## src/rtl/sms_pkg.sv

```systemverilog
`timescale 1ns / 1ps
// Shared types and codes for the six-axis motion shaper.
// Used by every module of the block; depends on nothing.
package sms_pkg;

  localparam logic [1:0] CMD_SAMPLE = 2'd0;
  localparam logic [1:0] CMD_TICK   = 2'd1;
  localparam logic [1:0] CMD_BUTTON = 2'd2;
  localparam logic [1:0] CMD_UNUSED = 2'd3;

  localparam logic [1:0] BTN_LEFT   = 2'd1;
  localparam logic [1:0] BTN_RIGHT  = 2'd2;
  localparam logic [1:0] BTN_UNUSED = 2'd3;

  localparam logic [1:0] MODE_NORMAL = 2'd0;
  localparam logic [1:0] MODE_DRAG   = 2'd1;
  localparam logic [1:0] MODE_CLIP   = 2'd2;

  localparam logic REG_THRESHOLD = 1'b0;
  localparam logic REG_CUTOFF    = 1'b1;

  localparam logic [14:0] THRESHOLD_RESET = 15'd1;
  localparam logic [14:0] CUTOFF_RESET    = 15'd3277;

  localparam int AXES = 6;

  typedef logic signed [15:0] axis_t;
  typedef logic signed [23:0] out_axis_t;

endpackage

```

## src/rtl/sms_sqrt.sv

```systemverilog
`timescale 1ns / 1ps
// Iterative floor square root of a 32-bit value, two radicand bits per cycle.
// Depends on sms_pkg.
module sms_sqrt
  import sms_pkg::*;
(
  input  logic        clk,
  input  logic        rst_n,
  input  logic        start,
  input  logic [31:0] radicand,
  output logic        done,
  output logic [15:0] root
);

  logic [31:0] v_r, v_nxt;
  logic [31:0] r_r, r_nxt;
  logic [31:0] bit_r, bit_nxt;
  logic        busy_r, busy_nxt;
  logic        done_r, done_nxt;
  logic [32:0] trial;

  assign trial = {1'b0, r_r} + {1'b0, bit_r};

  always_comb begin
    v_nxt    = v_r;
    r_nxt    = r_r;
    bit_nxt  = bit_r;
    busy_nxt = busy_r;
    done_nxt = 1'b0;
    if (start) begin
      v_nxt    = radicand;
      r_nxt    = '0;
      bit_nxt  = 32'h4000_0000;
      busy_nxt = 1'b1;
    end else if (busy_r) begin
      if ({1'b0, v_r} >= trial) begin
        v_nxt = v_r - trial[31:0];
        r_nxt = (r_r >> 1) + bit_r;
      end else begin
        r_nxt = r_r >> 1;
      end
      bit_nxt = bit_r >> 2;
      if (bit_r == 32'd1) begin
        busy_nxt = 1'b0;
        done_nxt = 1'b1;
      end
    end
  end

  always_ff @(posedge clk) begin
    if (!rst_n) begin
      busy_r <= 1'b0;
      done_r <= 1'b0;
    end else begin
      busy_r <= busy_nxt;
      done_r <= done_nxt;
    end
    v_r   <= v_nxt;
    r_r   <= r_nxt;
    bit_r <= bit_nxt;
  end

  assign done = done_r;
  assign root = r_r[15:0];

  a_done_after_busy: assert property (@(posedge clk) disable iff (!rst_n)
    done_r |-> $past(busy_r)) else $error("root ready without a running pass");

endmodule

```

## src/rtl/sms_div.sv

```systemverilog
`timescale 1ns / 1ps
// Restoring divider for (num * 65536) / den with num <= den, one quotient bit per cycle.
// Depends on sms_pkg.
module sms_div
  import sms_pkg::*;
(
  input  logic        clk,
  input  logic        rst_n,
  input  logic        start,
  input  logic [15:0] num,
  input  logic [15:0] den,
  output logic        done,
  output logic [16:0] quot
);

  logic [15:0] rem_r, rem_nxt;
  logic [15:0] den_r, den_nxt;
  logic [15:0] sh_r, sh_nxt;
  logic [16:0] q_r, q_nxt;
  logic [4:0]  cnt_r, cnt_nxt;
  logic        busy_r, busy_nxt;
  logic        done_r, done_nxt;
  logic [16:0] rem2;
  logic        ge;

  assign rem2 = {rem_r, sh_r[15]};
  assign ge   = rem2 >= {1'b0, den_r};

  always_comb begin
    rem_nxt  = rem_r;
    den_nxt  = den_r;
    sh_nxt   = sh_r;
    q_nxt    = q_r;
    cnt_nxt  = cnt_r;
    busy_nxt = busy_r;
    done_nxt = 1'b0;
    if (start) begin
      rem_nxt  = {1'b0, num[15:1]};
      sh_nxt   = {num[0], 15'd0};
      den_nxt  = den;
      q_nxt    = '0;
      cnt_nxt  = '0;
      busy_nxt = 1'b1;
    end else if (busy_r) begin
      rem_nxt = ge ? 16'(rem2 - {1'b0, den_r}) : rem2[15:0];
      q_nxt   = {q_r[15:0], ge};
      sh_nxt  = sh_r << 1;
      cnt_nxt = cnt_r + 5'd1;
      if (cnt_r == 5'd16) begin
        busy_nxt = 1'b0;
        done_nxt = 1'b1;
      end
    end
  end

  always_ff @(posedge clk) begin
    if (!rst_n) begin
      busy_r <= 1'b0;
      done_r <= 1'b0;
      cnt_r  <= '0;
    end else begin
      busy_r <= busy_nxt;
      done_r <= done_nxt;
      cnt_r  <= cnt_nxt;
    end
    rem_r <= rem_nxt;
    den_r <= den_nxt;
    sh_r  <= sh_nxt;
    q_r   <= q_nxt;
  end

  assign done = done_r;
  assign quot = q_r;

  a_rem_below_den: assert property (@(posedge clk) disable iff (!rst_n)
    busy_r && den_r != 16'd0 |-> rem_r < den_r) else $error("partial remainder out of range");

endmodule

```

## src/rtl/six_axis_motion_shaper_unit.sv

```systemverilog
`timescale 1ns / 1ps
// Top level of the six-axis motion shaper: sequencer, shared multiplier and state.
// Depends on sms_pkg, sms_sqrt and sms_div.

// A sample, button or unused item is taken without leaving the idle state, and so is a
// tick whose activity flag is clear; an active tick keeps the input closed from its
// transfer until its result is posted: the sums of squares, the two 16-step square
// roots, up to two 17-step divisions, the switching product, the scaling, the outputs
// and the posting of the result, with every product on one shared multiplier. A
// finished result waits in the output register while samples and button presses are
// still taken; a further tick waits at its end until that result has been
// transferred. No clearing pass follows reset.
module six_axis_motion_shaper_unit
  import sms_pkg::*;
#(
  parameter int QUEUE_SLOTS = 32
) (
  input  logic        clk,
  input  logic        rst_n,
  input  logic        cfg_we,
  input  logic        cfg_index,
  input  logic [14:0] cfg_wdata,
  input  logic        in_valid,
  output logic        in_ready,
  input  logic [1:0]  in_command,
  input  axis_t       in_move_x_in,
  input  axis_t       in_move_y_in,
  input  axis_t       in_move_z_in,
  input  axis_t       in_turn_x_in,
  input  axis_t       in_turn_y_in,
  input  axis_t       in_turn_z_in,
  input  logic [31:0] in_time_now,
  input  logic [1:0]  in_button_id,
  output logic        out_valid,
  input  logic        out_ready,
  output out_axis_t   out_move_x_out,
  output out_axis_t   out_move_y_out,
  output out_axis_t   out_move_z_out,
  output out_axis_t   out_turn_x_out,
  output out_axis_t   out_turn_y_out,
  output out_axis_t   out_turn_z_out,
  output logic [1:0]  out_mode
);

  localparam int CW = (QUEUE_SLOTS > 2) ? $clog2(QUEUE_SLOTS) : 1;
  localparam logic [CW-1:0] CNT_FULL = CW'(QUEUE_SLOTS - 1);

  localparam logic [3:0] S_IDLE  = 4'd0;
  localparam logic [3:0] S_SQ    = 4'd1;
  localparam logic [3:0] S_RT_GO = 4'd2;
  localparam logic [3:0] S_RT_WT = 4'd3;
  localparam logic [3:0] S_RR_GO = 4'd4;
  localparam logic [3:0] S_RR_WT = 4'd5;
  localparam logic [3:0] S_RAT   = 4'd6;
  localparam logic [3:0] S_RAT_W = 4'd7;
  localparam logic [3:0] S_SHAPE = 4'd8;
  localparam logic [3:0] S_T_WT  = 4'd9;
  localparam logic [3:0] S_FSQ   = 4'd10;
  localparam logic [3:0] S_SCALE = 4'd11;
  localparam logic [3:0] S_OMUL  = 4'd12;
  localparam logic [3:0] S_OWR   = 4'd13;
  localparam logic [3:0] S_FIN   = 4'd14;

  logic [3:0]    state_r, state_nxt;
  logic [14:0]   thr_r, cut_r;
  logic [CW-1:0] cnt_r, cnt_nxt;
  axis_t         lat_r [AXES];
  axis_t         mv_r [AXES];
  logic          act_r, act_nxt;
  logic [31:0]   last_r, last_nxt;
  logic [1:0]    mode_r, mode_nxt;
  logic [31:0]   delta_r, delta_nxt;
  logic [31:0]   st_r, st_nxt, sr_r, sr_nxt;
  logic [15:0]   lt_r, lt_nxt, lr_r, lr_nxt;
  logic [16:0]   ratio_r, ratio_nxt;
  logic [15:0]   t_r, t_nxt;
  logic          usq_r, usq_nxt;
  logic [16:0]   f_r, f_nxt;
  logic          rotw_r, rotw_nxt;
  logic [2:0]    idx_r, idx_nxt;
  logic signed [48:0] p_r, p_nxt;
  out_axis_t     res_r [AXES];
  out_axis_t     outv_r [AXES];
  logic [1:0]    omode_r;
  logic          out_valid_r, out_valid_nxt;

  logic          in_fire;
  logic [2:0]    rd_idx;
  axis_t         rd_val;
  logic signed [32:0] mul_a;
  logic signed [17:0] mul_b;
  logic signed [50:0] prod;
  logic          act_smp;
  logic          sq_start, dv_start;
  logic [31:0]   sq_rad;
  logic          sq_done, dv_done;
  logic [15:0]   sq_root;
  logic [15:0]   dv_num, dv_den;
  logic [16:0]   dv_quot;
  logic [15:0]   dom, sub;
  logic [16:0]   u17;
  logic signed [50:0] pt;
  logic signed [48:0] qb, qv;
  logic signed [49:0] qn;
  out_axis_t     sat;
  logic          res_we, mv_we, lat_we, tick_copy;
  axis_t         mv_wval;

  assign in_ready = (state_r == S_IDLE);
  assign in_fire  = in_valid && in_ready;

  always_ff @(posedge clk) begin
    if (!rst_n) begin
      thr_r <= THRESHOLD_RESET;
      cut_r <= CUTOFF_RESET;
    end else if (cfg_we) begin
      case (cfg_index)
        REG_THRESHOLD: thr_r <= cfg_wdata;
        REG_CUTOFF:    cut_r <= cfg_wdata;
        default:       thr_r <= thr_r;
      endcase
    end
  end

  always_comb begin
    act_smp = 1'b0;
    if ({1'b0, (in_move_x_in < 0) ? -17'(in_move_x_in) : 17'(in_move_x_in)} >= {3'd0, thr_r})
      act_smp = 1'b1;
    if ({1'b0, (in_move_y_in < 0) ? -17'(in_move_y_in) : 17'(in_move_y_in)} >= {3'd0, thr_r})
      act_smp = 1'b1;
    if ({1'b0, (in_move_z_in < 0) ? -17'(in_move_z_in) : 17'(in_move_z_in)} >= {3'd0, thr_r})
      act_smp = 1'b1;
    if ({1'b0, (in_turn_x_in < 0) ? -17'(in_turn_x_in) : 17'(in_turn_x_in)} >= {3'd0, thr_r})
      act_smp = 1'b1;
    if ({1'b0, (in_turn_y_in < 0) ? -17'(in_turn_y_in) : 17'(in_turn_y_in)} >= {3'd0, thr_r})
      act_smp = 1'b1;
    if ({1'b0, (in_turn_z_in < 0) ? -17'(in_turn_z_in) : 17'(in_turn_z_in)} >= {3'd0, thr_r})
      act_smp = 1'b1;
  end

  assign rd_idx = (state_r == S_SCALE) ? (rotw_r ? 3'd3 : 3'd0) + idx_r : idx_r;
  assign rd_val = mv_r[rd_idx];
  assign u17    = 17'd65536 - ratio_r;
  assign dom    = (lr_r > lt_r) ? lr_r : lt_r;
  assign sub    = (lr_r > lt_r) ? lt_r : lr_r;

  always_comb begin
    mul_a = 33'(rd_val);
    mul_b = 18'(rd_val);
    case (state_r)
      S_FSQ: begin
        mul_a = usq_r ? {16'd0, u17} : {17'd0, t_r};
        mul_b = usq_r ? {1'b0, u17} : {2'b0, t_r};
      end
      S_SCALE: mul_b = {1'b0, f_r};
      S_OMUL:  mul_a = {1'b0, delta_r};
      default: mul_b = 18'(rd_val);
    endcase
  end

  assign prod = mul_a * mul_b;
  assign pt   = prod + ((prod < 0) ? 51'sd65535 : 51'sd0);

  always_comb begin
    qb = 49'sd0;
    if (p_r < 0) qb = (idx_r >= 3'd3) ? 49'sd511 : 49'sd1023;
    qv = (idx_r >= 3'd3) ? ((p_r + qb) >>> 9) : ((p_r + qb) >>> 10);
    qn = (idx_r == 3'd0 || idx_r == 3'd3) ? 50'(qv) : -50'(qv);
    if (qn > 50'sd8388607) sat = 24'sd8388607;
    else if (qn < -50'sd8388608) sat = -24'sd8388608;
    else sat = qn[23:0];
  end

  assign sq_rad = (state_r == S_RT_GO) ? st_r : sr_r;
  assign dv_num = (state_r == S_RAT) ? sub : 16'(ratio_r - {2'b0, cut_r});
  assign dv_den = (state_r == S_RAT) ? dom : 16'(17'd32768 - {2'b0, cut_r});

  sms_sqrt u_sqrt (
    .clk      (clk),
    .rst_n    (rst_n),
    .start    (sq_start),
    .radicand (sq_rad),
    .done     (sq_done),
    .root     (sq_root)
  );

  sms_div u_div (
    .clk   (clk),
    .rst_n (rst_n),
    .start (dv_start),
    .num   (dv_num),
    .den   (dv_den),
    .done  (dv_done),
    .quot  (dv_quot)
  );

  always_comb begin
    state_nxt     = state_r;
    cnt_nxt       = cnt_r;
    act_nxt       = act_r;
    last_nxt      = last_r;
    mode_nxt      = mode_r;
    delta_nxt     = delta_r;
    st_nxt        = st_r;
    sr_nxt        = sr_r;
    lt_nxt        = lt_r;
    lr_nxt        = lr_r;
    ratio_nxt     = ratio_r;
    t_nxt         = t_r;
    usq_nxt       = usq_r;
    f_nxt         = f_r;
    rotw_nxt      = rotw_r;
    idx_nxt       = idx_r;
    p_nxt         = p_r;
    out_valid_nxt = out_valid_r;
    sq_start      = 1'b0;
    dv_start      = 1'b0;
    lat_we        = 1'b0;
    tick_copy     = 1'b0;
    mv_we         = 1'b0;
    mv_wval       = pt[31:16];
    res_we        = 1'b0;
    if (out_valid_r && out_ready) out_valid_nxt = 1'b0;
    case (state_r)
      S_IDLE: begin
        if (in_fire) begin
          case (in_command)
            CMD_SAMPLE: begin
              if (cnt_r < CNT_FULL) begin
                lat_we  = 1'b1;
                cnt_nxt = cnt_r + 1'b1;
                if (act_smp && !act_r) last_nxt = in_time_now;
                act_nxt = act_smp;
              end
            end
            CMD_BUTTON: begin
              if (in_button_id == BTN_LEFT)
                mode_nxt = (mode_r != MODE_DRAG) ? MODE_DRAG : MODE_NORMAL;
              else if (in_button_id == BTN_RIGHT)
                mode_nxt = (mode_r != MODE_CLIP) ? MODE_CLIP : MODE_NORMAL;
            end
            CMD_TICK: begin
              if (cnt_r != '0) begin
                tick_copy = 1'b1;
                cnt_nxt   = '0;
              end
              if (act_r) begin
                delta_nxt = in_time_now - last_r;
                last_nxt  = in_time_now;
                st_nxt    = '0;
                sr_nxt    = '0;
                idx_nxt   = '0;
                state_nxt = S_SQ;
              end
            end
            default: state_nxt = S_IDLE;
          endcase
        end
      end
      S_SQ: begin
        if (idx_r < 3'd3) st_nxt = st_r + prod[31:0];
        else sr_nxt = sr_r + prod[31:0];
        idx_nxt = idx_r + 3'd1;
        if (idx_r == 3'd5) state_nxt = S_RT_GO;
      end
      S_RT_GO: begin
        sq_start  = 1'b1;
        state_nxt = S_RT_WT;
      end
      S_RT_WT: begin
        if (sq_done) begin
          lt_nxt    = sq_root;
          state_nxt = S_RR_GO;
        end
      end
      S_RR_GO: begin
        sq_start  = 1'b1;
        state_nxt = S_RR_WT;
      end
      S_RR_WT: begin
        if (sq_done) begin
          lr_nxt    = sq_root;
          state_nxt = S_RAT;
        end
      end
      S_RAT: begin
        rotw_nxt = !(lr_r > lt_r);
        idx_nxt  = '0;
        if (dom == 16'd0) begin
          f_nxt     = '0;
          state_nxt = S_SCALE;
        end else begin
          dv_start  = 1'b1;
          state_nxt = S_RAT_W;
        end
      end
      S_RAT_W: begin
        if (dv_done) begin
          ratio_nxt = dv_quot;
          state_nxt = S_SHAPE;
        end
      end
      S_SHAPE: begin
        if (ratio_r < {2'b0, cut_r}) begin
          f_nxt     = '0;
          state_nxt = S_SCALE;
        end else if (ratio_r < 17'd32768) begin
          dv_start  = 1'b1;
          usq_nxt   = 1'b0;
          state_nxt = S_T_WT;
        end else begin
          usq_nxt   = 1'b1;
          state_nxt = S_FSQ;
        end
      end
      S_T_WT: begin
        if (dv_done) begin
          t_nxt     = dv_quot[15:0];
          state_nxt = S_FSQ;
        end
      end
      S_FSQ: begin
        f_nxt     = usq_r ? 17'(17'd65536 - {1'b0, prod[31:16]}) : {1'b0, prod[31:16]};
        state_nxt = S_SCALE;
      end
      S_SCALE: begin
        mv_we   = 1'b1;
        idx_nxt = idx_r + 3'd1;
        if (idx_r == 3'd2) begin
          idx_nxt   = '0;
          state_nxt = S_OMUL;
        end
      end
      S_OMUL: begin
        p_nxt     = prod[48:0];
        state_nxt = S_OWR;
      end
      S_OWR: begin
        res_we  = 1'b1;
        idx_nxt = idx_r + 3'd1;
        state_nxt = (idx_r == 3'd5) ? S_FIN : S_OMUL;
      end
      S_FIN: begin
        if (!out_valid_r || out_ready) begin
          out_valid_nxt = 1'b1;
          state_nxt     = S_IDLE;
        end
      end
      default: state_nxt = S_IDLE;
    endcase
  end

  always_ff @(posedge clk) begin
    if (!rst_n) begin
      state_r     <= S_IDLE;
      cnt_r       <= '0;
      act_r       <= 1'b0;
      last_r      <= '0;
      mode_r      <= MODE_NORMAL;
      out_valid_r <= 1'b0;
      for (int i = 0; i < AXES; i++) begin
        lat_r[i] <= '0;
        mv_r[i]  <= '0;
      end
    end else begin
      state_r     <= state_nxt;
      cnt_r       <= cnt_nxt;
      act_r       <= act_nxt;
      last_r      <= last_nxt;
      mode_r      <= mode_nxt;
      out_valid_r <= out_valid_nxt;
      if (lat_we) begin
        lat_r[0] <= in_move_x_in;
        lat_r[1] <= in_move_y_in;
        lat_r[2] <= in_move_z_in;
        lat_r[3] <= in_turn_x_in;
        lat_r[4] <= in_turn_y_in;
        lat_r[5] <= in_turn_z_in;
      end
      if (tick_copy) begin
        for (int i = 0; i < AXES; i++) mv_r[i] <= lat_r[i];
      end else if (mv_we) begin
        mv_r[rd_idx] <= mv_wval;
      end
    end
    delta_r <= delta_nxt;
    st_r    <= st_nxt;
    sr_r    <= sr_nxt;
    lt_r    <= lt_nxt;
    lr_r    <= lr_nxt;
    ratio_r <= ratio_nxt;
    t_r     <= t_nxt;
    usq_r   <= usq_nxt;
    f_r     <= f_nxt;
    rotw_r  <= rotw_nxt;
    idx_r   <= idx_nxt;
    p_r     <= p_nxt;
    if (res_we) res_r[idx_r] <= sat;
    if (state_r == S_FIN && (!out_valid_r || out_ready)) begin
      for (int i = 0; i < AXES; i++) outv_r[i] <= res_r[i];
      omode_r <= mode_r;
    end
  end

  assign out_valid      = out_valid_r;
  assign out_move_x_out = outv_r[0];
  assign out_move_y_out = outv_r[1];
  assign out_move_z_out = outv_r[2];
  assign out_turn_x_out = outv_r[3];
  assign out_turn_y_out = outv_r[4];
  assign out_turn_z_out = outv_r[5];
  assign out_mode       = omode_r;

  a_cnt_bound: assert property (@(posedge clk) disable iff (!rst_n)
    cnt_r <= CNT_FULL) else $error("unread count beyond queue depth");

  a_busy_not_ready: assert property (@(posedge clk) disable iff (!rst_n)
    state_r != S_IDLE |-> !in_ready) else $error("input taken during a tick");

  a_result_from_fin: assert property (@(posedge clk) disable iff (!rst_n)
    $rose(out_valid_r) |-> $past(state_r) == S_FIN) else $error("result without a finished tick");

  a_f_range: assert property (@(posedge clk) disable iff (!rst_n)
    state_r == S_SCALE |-> f_r <= 17'd65536) else $error("switching factor above one");

endmodule

```

## config.mk

```make
export PLATFORM = sky130hd
export DESIGN_NAME = six_axis_motion_shaper_unit
export DESIGN_NICKNAME = d
export VERILOG_FILES = /design/src/rtl/sms_pkg.sv /design/src/rtl/sms_sqrt.sv /design/src/rtl/sms_div.sv /design/src/rtl/six_axis_motion_shaper_unit.sv
export SDC_FILE = /design/constraint.sdc
export NUM_CORES = 2
export LEC_CHECK = 0
export BUFFER_PORTS_ARGS = -buffer_cell sky130_fd_sc_hd__buf_2
export CAP_MARGIN = 20
export CORE_ASPECT_RATIO = 0.7
export CORE_MARGIN = 2
export CORE_UTILIZATION = 30
export DETAILED_ROUTE_END_ITERATION = 8
export PLACE_DENSITY = 0.47
export SYNTH_ARGS = -nofsm -noshare
export SYNTH_HDL_FRONTEND = slang
export SYNTH_SLANG_ARGS = --single-unit
```

## constraint.sdc

```tcl
create_clock -name clk -period 29.4 [get_ports clk]
set_input_delay 7.35 -clock clk [delete_from_list [all_inputs] [get_ports clk]]
set_output_delay 7.35 -clock clk [all_outputs]
set_load 0.05 [all_outputs]
```

# After elaboration in Yosys (flattened, before gate mapping)
# Memory sizes are Yosys's and may differ from the RTL's.
# Cells that the tools add are included.
dict set report word_totals {
  regBits 448
  ram_bits 480
  input_bits 153
  elab_cells 334
  memories 4
}
dict set report op_classes {
  add_sub_neg 24
  mul 1
  magnitude_cmp 24
  eq_ne 45
  muxes 138
  n_bitwise 17
  n_reduce_logical 47
}
# name depth word_bits read_ports rd_clocked_by_memory_dff write_ports line_no
set memory_table {}
lappend memory_table {outv_r 6 24 6 0 6 six_axis_motion_shaper_unit.sv:83} ;# out_axis_t outv_r [AXES];
lappend memory_table {res_r 6 24 6 0 1 six_axis_motion_shaper_unit.sv:82} ;# out_axis_t res_r [AXES];
lappend memory_table {lat_r 6 16 6 0 6 six_axis_motion_shaper_unit.sv:67} ;# axis_t lat_r [AXES];
lappend memory_table {mv_r 6 16 1 0 6 six_axis_motion_shaper_unit.sv:68} ;# axis_t mv_r [AXES];
# operator n
set ops {}
lappend ops {{$mux 32} 13}
lappend ops {{$mux 16} 21}
lappend ops {{$pmux 32 s2} 3}
lappend ops {{$mux 17} 11}
lappend ops {{$ge 17x15->1} 6}
lappend ops {{$neg 16->17} 6}
lappend ops {{$lt 16x1->1 const B} 6}
lappend ops {{$pmux 33 s2} 1}
lappend ops {{$add 32x32->32} 2}
lappend ops {{$sub 32x32->32} 2}
lappend ops {{$pmux 4 s15} 1}
lappend ops {{$lt 51x1->1 const B} 1}
lappend ops {{$mul 33x18->51} 1}
lappend ops {{$pmux 17 s3} 1}
lappend ops {{$gt 50x24->1 const B} 1}
lappend ops {{$lt 50x24->1 const B} 1}
lappend ops {{$mux 50} 1}
lappend ops {{$neg 40->50} 1}
lappend ops {{$add 49x11->49} 1}
lappend ops {{$lt 49x1->1 const B} 1}
lappend ops {{$mux 1} 49}
lappend ops {{$mux 24} 2}
lappend ops {{$mux 4} 10}
lappend ops {{$mux 39} 1}
lappend ops {{64 further kinds} 153}

# Longest topological paths before layout
dict set report logic_depth {
  ltp_word 13
  depth_mapped 51
  ltp_nobuf 47
}

# By module
# A second synthesis with hierarchy kept.
dict set report hier_totals {
  cells_unflattened 7714
  area_unflattened_um2 75974.1
}
# module n_inst cells_per_inst area_each_um2 seq_area_each_um2
set by_module_without_submodules {}
lappend by_module_without_submodules {six_axis_motion_shaper_unit 1 6523 65389.0 23902.9}
lappend by_module_without_submodules {sms_sqrt 1 856 7198.2 1961.9}
lappend by_module_without_submodules {sms_div 1 335 3387.0 1461.4}

# Worst setup path before layout
# Ideal clock, no wire load.
dict set report synth_path {
  path_type {input-to-reg}
  from {in out_ready}
  to {reg omode_r[0] (netlist: out_mode[0]), enable pin}
  arrival_time_ps 17243
  slack_ps 11326
  cell_stages 2
  cell_sequence {nor2b_1 nor3_1}
}
dict set report synth_between {
  elab_chain_cells 2
}
# element line_no
set synth_lines {}
lappend synth_lines {{start, declared} six_axis_motion_shaper_unit.sv:35} ;# input logic out_ready,
lappend synth_lines {{$logic_or 1x1->1} six_axis_motion_shaper_unit.sv:399} ;# if (state_r == S_FIN && (!out_valid_r || out_ready)) begin
lappend synth_lines {{$logic_and 1x1->1} six_axis_motion_shaper_unit.sv:399}
lappend synth_lines {{end signal, assigned} six_axis_motion_shaper_unit.sv:401} ;# omode_r <= mode_r;
lappend synth_lines {{end, declared} six_axis_motion_shaper_unit.sv:84} ;# logic [1:0] omode_r;
# No other way between the ends.
# A chain may end at the register's enable or synchronous reset.

==> results.cfg <==
[worst_setup_path]
rrSetupSlack_ns = 15.18
r2r_cells = 45
cpMostUsedCell = fa_1
crit_buf_inv = 9
slowest_delay_ns = 0.95
critPathKind = flip-flop to flip-flop
cp_data_arrival_time_ns = 14.71
cp-end-kind = flip-flop
cp.required_ns = 29.88
r2r-start = state_r[1]
reg2reg_to = mv_r[0][11]
cp-start-kind = flip-flop
crit_path_top_delay_cell = nand3_1
critical_path.max_fanout = 39
cpLargestDelayFamily = adder cells

[clocking]
cts_root_buf = clkbuf_16
cts.repair.resized = 0
cts_tree = yes
cts.reportedPaths.clkPinSlew_ns = 0.06
cts_buffers = 104
h-tree-depth = 3
post-cts-setup-buffers = 0
hold_buffers = 0
clk_latency_ns = 0.79
cts.path.max_buffers = 3
cts.sinks = 960

[floorplan]
chipWidth_um = 598
start_util = 0.302
core_mm2 = 0.245
std_cell_rows = 152
die_y_um = 420
pin_count = 301
die-area_mm2 = 0.251

[global_routing]
grtUsageTotal = 0.192
grt_use_met2 = 0.262
top_usage_layer = met1
grt.overflow.total = 0
grt_pass1_vias = 54500
use_met1 = 0.304
grt_use_met3 = 0.0453
grt_start_max_net_pins = 93
antenna_found_initial = 9
grt_pass1_wl_um = 363000

[yosys]
yosysWarnings = 0
synthSimpleGateAreaFrac = 0.145
synth_area_leaders = edfxtp_1 (33%), fa_1 (16%), ha_1 (7.9%), nand2_1 (5.0%), inv_1 (4.5%)
syn-num-nets = 8636
syn_area_mm2 = 0.0741
avgSynthCellArea_um2 = 9.95
synth-seq-cells = 960
synthCells = 7442
synth_top_family_by_area = adder cells
synth_cell_types = 95
muxShareOfSynthArea = 0.0341
ys.flop_type = edfxtp_1
synthArstFlopShare = 0
synthAdderAreaFrac = 0.234
ys_seq_area_frac = 0.369
synth-xor-area-share = 0.0484
synth-compound-area-share = 0.109
ys_top_cells_by_count = nand2_1 (978), inv_1 (879), edfxtp_1 (810)
synth_most_common_cell = nand2_1
synth_top_area_share = 0.328
yosys.area.top_type = edfxtp_1
synth_edf_count = 810

[placement]
place.gp.congestion = 0.890
dp_hpwl_um = 187000
port-buffer-count = 300

[route]
drc = 0
via_per_inst = 5.11
drt-total-wl_um = 244000
avgRoutedWirePerCell_um = 22.2
vias = 56200
first_pass_iters = 8
drtAntennaViolNets = 0
drt_iter0_drc = 5340

[sta]
finClkSkew_ns = 0.0821
slew_headroom = 0.189
tns_ns = 0
period_share = 0.484
hold_viol_final = 0
slew_viol_final = 0
hold_ws_ns = 0.374
tightest_slew_ns = 1.21
fmax_ghz = 0.0703
rsz0062_at_grt = false
fin_crit_ns = 14.22
setup_viol = 0

[finish]
drive_gt1_frac = 0.0941
area_growth_pct = 12.4
multiInputGateArea_mm2 = 0.0426
ff_latch_area_mm2 = 0.0273
num-fill-cells = 25000
nets = 8860

[worst_hold_path]
hp-start = res_r[1][6]
hold-path-cell-count = 0
min_path_type = flip-flop to flip-flop
whs_endpoint = outv_r[1][6]

[outcome]
status = completed

[run]
maxCapViolCount = 0
## final cells by class
| type | count | share of cell area |
|---|---|---|
| Multi-Input combinational cell | 5303 | 0.512 |
| Sequential cell | 960 | 0.328 |
| Tap cell | 3234 | 0.0486 |
| Inverter | 885 | 0.0399 |
| Clock buffer | 126 | 0.0333 |
| Timing Repair Buffer | 412 | 0.0282 |
| Clock inverter | 69 | 0.00976 |
| Antenna cell | 2 | 0.0000601 |
## metrics by stage
step           cells   util  instance area (µm²)  worst slack, ns
2_1_floorplan   7442      -                74100            11.33
3_3_place_gp   10800  0.325                79600            15.37
3_5_place_dp   10800  0.325                79600            15.24
4_1_cts        11000  0.339                83200            15.23
5_1_grt        11000  0.339                83200            14.30
6_report       11000  0.339                83200            15.18
## logic make-up (layout without fill, tap and decap cells)
logic type,after synthesis,count (layout)
and+or+nand+nor,2337,2337
AOI/OAI and AO/OA,1287,1287
buffers and inverters,1179,1492
adders and majority gates,1042,1042
DFF,960,960
xor gates and xnor gates,409,409
muxes,228,228
other,0,2
## worst register-to-register path: cells and delay by family, from the launching register on
kind | cells | cell delay [ns]
AOI/OAI and AO/OA | 15 | 3.72
muxes | 1 | 0.28
DFF | 1 | 0.80
and+or+nand+nor | 10 | 3.00
buffers and inverters | 9 | 1.77
adders and majority gates | 8 | 3.78
xor gates and xnor gates | 2 | 0.62
## how the worst max path moves through the flow
stage,startpoint,end,slack (ns),cells after the start
3_5_place_dp,state_r[1],mv_r[0][15],15.24,45
6_report,state_r[1],mv_r[0][11],15.18,45
3_3_place_gp,state_r[1],mv_r[0][10],15.37,45
4_1_cts,state_r[1],mv_r[0][15],15.23,45
5_1_grt,state_r[1],mv_r[3][11],14.30,45
2_1_floorplan,out_ready,out_mode[0],11.33,2
## cells in the final DEF, fill, tap and decap left out, drive strengths merged, types with 43 or more instances in the layout
cell	count
a211oi	50
a21o	128
a21oi	321
and2	80
and3	120
buf	412
clkbuf	126
clkinv	47
dfxtp	150
edfxtp	810
fa	576
ha	465
inv	890
mux2i	184
nand2	978
nand2b	67
nand3	102
nand4	58
nor2	549
nor2b	60
nor3	124
nor4	61
o21a	43
o21ai	400
o31ai	49
or3	48
xnor2	289
xor2	120
## sequential cells by signal, summed over array words and instances (netlist names), 15 cells and up
signal	flops
outv_r	144
res_r	144
mv_r	128
lat_r	96
p_r	49
delta_r	32
last_r	32
sr_r	32
st_r	32
u_sqrt.r_r	32
u_sqrt.v_r	32
f_r	17
ratio_r	17
u_div.quot	17
lr_r	16
lt_r	16
t_r	16
u_div.den_r	16
u_div.rem_r	16
u_sqrt.bit_r	16
cut_r	15
thr_r	15
## routing by layer
metal,part of all wire,vias to the layer above
met5,0,-
met4,0.017,0
met1,0.50,27800
met2,0.39,2151
li1,-,26000
met3,0.092,225
Power is left out: the tool's default activity adds up to more than one toggle a clock period on the data nets, which glitch-free logic cannot reach.
